File: config.mk
export PLATFORM = sky130hd
export DESIGN_NAME = fca_ctrl
export DESIGN_NICKNAME = d
export VERILOG_FILES = /design/src/hw/rtl/fca_pkg.sv /design/src/hw/rtl/fca_ctrl.sv
export SDC_FILE = /design/constraint.sdc
export NUM_CORES = 1
export LEC_CHECK = 0
export ABC_AREA = 1
export BUFFER_PORTS_ARGS = -buffer_cell sky130_fd_sc_hd__clkbuf_2
export CAP_MARGIN = 30
export CORE_AREA = 2 2 39 41
export DETAILED_ROUTE_END_ITERATION = 10
export DIE_AREA = 0 0 41 43
export PLACE_DENSITY = 0.68
export SETUP_SLACK_MARGIN = 0.02
export SLEW_MARGIN = 20
export SYNTH_ARGS = -nofsm -noshare
export SYNTH_HDL_FRONTEND = slang
export SYNTH_SLANG_ARGS = --single-unit
File: constraint.sdc
create_clock -name clk -period 1.4 [get_ports clk]
set_input_delay 0.14 -clock clk [delete_from_list [all_inputs] [get_ports clk]]
set_output_delay 0.14 -clock clk [all_outputs]
set_load 0.005 [all_outputs]
File: src/hw/rtl/fca_pkg.sv
// fca_pkg: shared types and codes of the chain allocator
// controller state, command and status groups, field codes
// no dependencies
`timescale 1ns / 1ps

package fca_pkg;

  // input mode codes
  localparam logic [1:0] MODE_WRITE = 2'd0;
  localparam logic [1:0] MODE_READ  = 2'd1;
  localparam logic [1:0] MODE_ALLOC = 2'd2;
  localparam logic [1:0] MODE_NONE  = 2'd3;

  // result status codes
  localparam logic [1:0] STAT_OK      = 2'd0;
  localparam logic [1:0] STAT_NO_FREE = 2'd1;
  localparam logic [1:0] STAT_TRUNC   = 2'd2;

  // configuration register indexes
  localparam int unsigned CFG_IDX_W = 1;
  localparam logic [CFG_IDX_W-1:0] CFG_FREE_MARK = 1'b0;
  localparam logic [CFG_IDX_W-1:0] CFG_END_MARK  = 1'b1;

  typedef enum logic [3:0] {
    ST_IDLE,
    ST_WRITE,
    ST_READ,
    ST_READ_OUT,
    ST_NORM,
    ST_SEEK,
    ST_SCAN,
    ST_TAKE,
    ST_FAIL,
    ST_EMIT_A,
    ST_EMIT_B,
    ST_EMIT_C
  } state_t;

  // table read address source
  typedef enum logic [1:0] {
    RSEL_IDX,
    RSEL_SCAN,
    RSEL_CHAIN
  } rsel_t;

  // result register source
  typedef enum logic [2:0] {
    OSEL_NONE,
    OSEL_WRITE,
    OSEL_READ,
    OSEL_FAIL,
    OSEL_CHAIN
  } osel_t;

  typedef struct packed {
    logic  load;
    logic  wr_entry;
    logic  norm_sub;
    logic  scan_init;
    logic  scan_step;
    logic  found_take;
    logic  take;
    logic  set_trunc;
    logic  emit_init;
    logic  emit_next;
    rsel_t rsel;
    osel_t osel;
  } cmd_t;

  typedef struct packed {
    logic hint_lt;
    logic found;
    logic miss;
    logic first;
    logic rem_done;
    logic cap;
    logic k_last;
  } sts_t;

endpackage

File: src/hw/rtl/fca_ctrl.sv
// fca_ctrl: sequencer of the chain allocator
// issues datapath commands from the datapath status; uses fca_pkg
`timescale 1ns / 1ps

module fca_ctrl (
  input  logic            clk,
  input  logic            rst_n,
  input  logic            start,
  input  logic [1:0]      in_mode,
  input  fca_pkg::sts_t   sts,
  output fca_pkg::cmd_t   cmd,
  output logic            busy
);

  import fca_pkg::*;

  state_t state_r, state_nxt;

  always_ff @(posedge clk) begin
    if (!rst_n) begin
      state_r <= ST_IDLE;
    end else begin
      state_r <= state_nxt;
    end
  end

  // next state
  always_comb begin
    state_nxt = state_r;
    case (state_r)
      ST_IDLE: begin
        if (start) begin
          case (in_mode)
            MODE_WRITE: state_nxt = ST_WRITE;
            MODE_READ:  state_nxt = ST_READ;
            MODE_ALLOC: state_nxt = ST_NORM;
            default:    state_nxt = ST_IDLE;
          endcase
        end
      end
      ST_WRITE:    state_nxt = ST_IDLE;
      ST_READ:     state_nxt = ST_READ_OUT;
      ST_READ_OUT: state_nxt = ST_IDLE;
      ST_NORM: begin
        if (sts.hint_lt) state_nxt = ST_SEEK;
      end
      ST_SEEK:     state_nxt = ST_SCAN;
      ST_SCAN: begin
        if (sts.found) begin
          state_nxt = ST_TAKE;
        end else if (sts.miss) begin
          state_nxt = sts.first ? ST_FAIL : ST_EMIT_A;
        end
      end
      ST_TAKE: begin
        if (sts.rem_done || sts.cap) begin
          state_nxt = ST_EMIT_A;
        end else begin
          state_nxt = ST_SEEK;
        end
      end
      ST_FAIL:     state_nxt = ST_IDLE;
      ST_EMIT_A:   state_nxt = ST_EMIT_B;
      ST_EMIT_B:   state_nxt = ST_EMIT_C;
      ST_EMIT_C:   state_nxt = sts.k_last ? ST_IDLE : ST_EMIT_A;
      default:     state_nxt = ST_IDLE;
    endcase
  end

  // commands
  always_comb begin
    cmd      = '0;
    cmd.rsel = RSEL_IDX;
    cmd.osel = OSEL_NONE;
    busy     = 1'b1;
    case (state_r)
      ST_IDLE: begin
        busy     = 1'b0;
        cmd.load = start;
      end
      ST_WRITE: begin
        cmd.wr_entry = 1'b1;
        cmd.osel     = OSEL_WRITE;
      end
      ST_READ:     cmd.rsel = RSEL_IDX;
      ST_READ_OUT: cmd.osel = OSEL_READ;
      ST_NORM:     cmd.norm_sub = !sts.hint_lt;
      ST_SEEK:     cmd.scan_init = 1'b1;
      ST_SCAN: begin
        cmd.rsel = RSEL_SCAN;
        if (sts.found) begin
          cmd.found_take = 1'b1;
        end else if (sts.miss) begin
          cmd.set_trunc = !sts.first;
          cmd.emit_init = !sts.first;
        end else begin
          cmd.scan_step = 1'b1;
        end
      end
      ST_TAKE: begin
        cmd.take      = 1'b1;
        cmd.emit_init = sts.rem_done || sts.cap;
        cmd.set_trunc = !sts.rem_done && sts.cap;
      end
      ST_FAIL:   cmd.osel = OSEL_FAIL;
      ST_EMIT_A: cmd.rsel = RSEL_CHAIN;
      ST_EMIT_B: cmd.rsel = RSEL_CHAIN;
      ST_EMIT_C: begin
        cmd.osel      = OSEL_CHAIN;
        cmd.emit_next = 1'b1;
      end
      default: busy = 1'b1;
    endcase
  end

endmodule

After elaboration in Yosys (flattened, before gate mapping)

Index checks and enable logic that the tools add are counted.

Flip-flop bits (word level): 4
Output and inout bits: 16
Logic and storage cells: 51

Reductions and logical operators: 9
Eq/ne operators: 16
Muxes and demuxes: 25

Operators by type and width:

| kind                 | count |
|---|---|
| $pmux W4 S9          | 1 |
| $mux W4              | 6 |
| $eq A4 B3 Y1 const B | 4 |
| $eq A4 B4 Y1 const B | 4 |
| $pmux W3 S4          | 1 |
| $mux W1              | 11 |
| $pmux W3 S3          | 1 |
| $eq A4 B2 Y1 const B | 2 |
| $pmux W2 S2          | 2 |
| $mux W2              | 3 |
| $eq A4 B1 Y1 const B | 1 |
| $logic_not A4 Y1     | 1 |
| $ne A2 B2 Y1 const B | 2 |
| $logic_not A1 Y1     | 3 |
| $ne A3 B3 Y1 const B | 1 |
| $reduce_and A3 Y1    | 1 |
| $eq A2 B1 Y1 const B | 1 |
| $eq A2 B2 Y1 const B | 1 |
| $logic_not A2 Y1     | 1 |
| $reduce_or A2 Y1     | 1 |
| $logic_and A1 B1 Y1  | 1 |
| $logic_or A1 B1 Y1   | 1 |

Depth between registers and ports, before layout

Word-level depth: 4
Gate-level depth with buffers: 8
Depth with buffers taken out: 8

Worst setup path before layout

No wires, ideal clock.

Path type: register to register
Start point: register state_r[1]
End point: register state_r[2]
Path buffers: 0
Required time: 1.278 ns
Cell stages (with the launch flop): 8
Arrival: 1.014 ns
Setup slack: 0.265 ns
Path through: dfxtp_1 -> inv_1 -> nor2_1 -> nand2_2 -> nor2_4 -> nor2_2 -> o21ai_0 -> a21oi_2

Cells in the longest elaborated chain, start to end: 3

RTL lines:

| element                                                              | line           | RTL |
|---|---|---|
| start, declared                                                      | fca_ctrl.sv:17 | `state_t state_r, state_nxt;` |
| start signal, assigned                                               | fca_ctrl.sv:23 | `state_r <= state_nxt;` |
| $eq A4 B3 Y1 / $logic_not A4 Y1 (equally long branches)              | fca_ctrl.sv:30 | `case (state_r)` |
| $ne A3 B3 Y1 (no source line) / $ne A2 B2 Y1 (equally long branches) | -              |  |
| $reduce_and A3 Y1 (no source line)                                   | -              |  |

Several ways; a longest one is shown, not always the timed one.
A chain may end at the register's enable or synchronous reset.

==> run summary <==
The flow ran to the end, but the final reports show violations. The checks that failed: setup timing. Share of the yosys chip area belonging to registers: 0.173.

The share of the clock period used by the worst path is 1.01, and the flip-flop count of the largest register, all copies and words added is 4. For the max-cap violation count, the log shows 0. The tools report the kind of start point of the critical path as a flip-flop. TritonCTS built the clock tree. The tools report the number of optimization iterations in the first detailed-route pass as 4. The run gives 0.179 as the overall routing resource usage. Final HPWL from detailed placement: 1100 um. Counting flops and latches in the post-synthesis netlist gives 4. The core region is 1380 um2. The clock edge transition at the registers on the reported setup and hold paths is 0.04 ns, and the insertion delay of the later-clocked pin in the worst-skew pair is 0.23 ns. In the routed design, unresolved DRC markers number 0. In this run, CTS created clock tree buffers numbering 3. The post-detailed-route wirelength per cell works out to 10.5 um. The initialized floorplan defines 14 standard-cell rows.

The die area came out at 1760 um2. Compared with the post-synthesis result, the final layout area differs by 63.3%. Sorting the synthesized cells by area gives the leading types as dfxtp_1 17%, inv_1 16%, nand2_1 14%, nor2_1 14%, nand3_1 9.7%. OpenSTA, run right after detailed placement, puts the worst setup slack at 0.0496 ns. The critical path in this run is classified as flip-flop to output port. The logs give 661 for the count of vias placed by the detailed router and -0.0165 ns for the final critical-path setup slack. The run gives 25 as the iteration-0 DRC count of the detailed router. The commonest cells after synthesis are 20 x inv_1, 17 x nand2_1, 17 x nor2_1.

The worst-case IR drop observed on VDD is 0.000648 V. The cell count after synthesis came out at 89. The ratio of total power to cell area was 741 nW/um2; the maximum level of the CTS H-tree was 1. The maximum fanout encountered on the critical timing path came out at 6. The run gives 0.461 nW as the leakage power of the design. Entering global routing, the biggest net connects 7 pins. The Yosys step of the flow raised 0 warnings. The number of hold violations in the final report came out at 0. The average size of a mapped cell came out at 5.22 um2. At the pin with the least slew margin, the transition time is 0.258 ns. The fraction of synthesized cell area taken by the top area cell type is 0.173, and the post-layout net count is 140. The setup check on the worst reg-to-reg path leaves a slack of 0.07 ns. The share of flip-flops with an asynchronous set or reset after synthesis is 0. The remaining antenna violation count was 0; the number of cells on the worst reg-to-reg path was 8.

First element of the critical path: state_r[2]. CTS saw 4 sinks. The startpoint identified for the worst register-to-register timing path is state_r[3]. Based on the critical path, the design can be clocked at up to 706 MHz. The number of antenna diodes in the final layout is 0. The die is 41 um wide.

Port buffering added 27 buffers. Summed over all layers, the global routing overflow is 0. Setup violations remaining at the end of the flow were counted as 3.

Worst path required time: 1.26 ns. For the number of global-route vias before repair, the log shows 580. The first global-routing pass estimated 2220 um of wire. The total of hold buffers inserted after clock tree synthesis is 0, and the post-synth design cell area is 464 um2. The most frequently used flop master after synthesis is dfxtp_1. The floorplan step set the die height to 43 um. Endpoint of the worst setup timing path: cmd[7].

The share of the core filled with cells came out at 0.548. Setup repair after global routing could not meet its margin everywhere. The via density per instance is 4.65.

Clock tree synthesis selected as its root buffer the cell clkbuf_4. STA classifies the critical path endpoint as an output port. Largest clock skew in the final design: 0.00271 ns.

The minimum period implied by the final worst setup slack is 1.42 ns, and the fraction of layout instances using a drive strength above 1 is 0.500. The run gives 1.28 ns as the critical path data arrival time. The path class of the tightest hold or removal check is input port to flip-flop.

No sink is reached through more buffers than the 2 on the longest clock path. The net count after synthesis came out at 101. The number of filler cells placed in the layout is 148, and the count of unique library cells instantiated by Yosys is 18. The area of all sequential standard cells is 88.8 um2, and the top-level I/O count is 28. Summed over all layers, the routed wires come to 1500 um. Among all cell types in the netlist, the one instantiated most often is inv_1.

The register containing the most flip-flops in the final layout is state_r. The cell taking the most area after synthesis is dfxtp_1. The worst register-to-register path ends at state_r[2]. The run gives 0 as the max-slew violation count.

The relative slew slack is 0.827. The multi-input combinational cell area is 358 um2, and the initial cell density of the core is 0.335. The largest registers in the layout are state_r: 4 flops. The routability congestion estimate was 0.854. The initial antenna violation count is 0, and the number of synthesized flops with an enable pin is 0.
==> logic make-up (layout without fill, tap and decap cells) <==
family,count (synthesis),after routing,share of synthesized area
buffers and inverters,21,58,0.170
AOI/OAI and AO/OA,9,9,0.113
DFF,4,4,0.173
and+or+nand+nor,55,55,0.544
==> what timing repair did <==
item,CTS,global route
buffers inserted,2,3
gates cloned,0,0
hold endpoints to repair,0,0
resized for setup,11,14
pin swaps,2,4
endpoints found under the setup margin,8,14
==> metrics by stage <==
step	instance area, um2	setup TNS (ns)	hold WS, ns	instances	total power, mW
6_report	758	-0.0175	0.176	142	0.562
3_3_place_gp	634	0	0.414	134	0.365
2_1_floorplan	464	0	0.312	89	0.280
5_1_grt	758	-0.484	0.197	142	0.606
4_1_cts	701	-0.0111	0.175	139	0.532
3_5_place_dp	634	0	0.415	134	0.365
==> metal layers <==
metal  part of all wire  GRT usage  vias to the layer above
li1                   -          -                      347
met1               0.42      0.208                      286
met2               0.51      0.306                       28
met3              0.067     0.0524                        0
met4                  0     0.0333                        0
met5                  0          0                        -
==> how the worst min path moves through the flow <==
stage	start	endpoint	slack, ns	cells past startpoint
2_1_floorplan	rst_n	state_r[2]	0.31	2
3_3_place_gp	rst_n	state_r[0]	0.41	3
3_5_place_dp	rst_n	state_r[3]	0.41	3
4_1_cts	rst_n	state_r[2]	0.17	3
5_1_grt	rst_n	state_r[2]	0.20	3
6_report	rst_n	state_r[3]	0.18	3
==> worst max-delay path: stages, from the launching register on <==
cell	delay [ns]
dfxtp_4	0.40
inv_4	0.05
nor2_4	0.09
nand2_2	0.09
nor2_4	0.12
nand3_2	0.09
o41ai_2	0.05
buf_2	0.15
==> cell type report <==
class	instances	area share
Inverter	21	0.107
Timing Repair Buffer	34	0.248
Clock buffer	3	0.0297
Multi-Input combinational cell	64	0.472
Sequential cell	4	0.117
Tap cell	16	0.0264
==> power by group <==
group	leakage, nW	switching (mW)	internal (mW)
registers	0.0345	0.0264	0.129
logic	0.413	0.152	0.113
clock network	0.0138	0.0458	0.0958
==> placed cells by master, fill, tap and decap left out <==
master    count
nand3b_1      1
inv_2         3
a21oi_1       1
o41ai_2       1
nand2_1      16
nor3_1        2
dfxtp_2       1
nor2_1       10
nand3_1       8
buf_4         7
inv_4         1
nand2_2       4
buf_2         1
or2_2         1
o21ai_0       3
nor2_2        6
a21oi_2       1
dfxtp_1       1
clkbuf_2     26
dfxtp_4       2
o21ai_1       3
inv_1        17
nor2_4        5
clkbuf_4      3
nand3_2       1
nor3b_1       1
(Power assumes the default switching activity.)
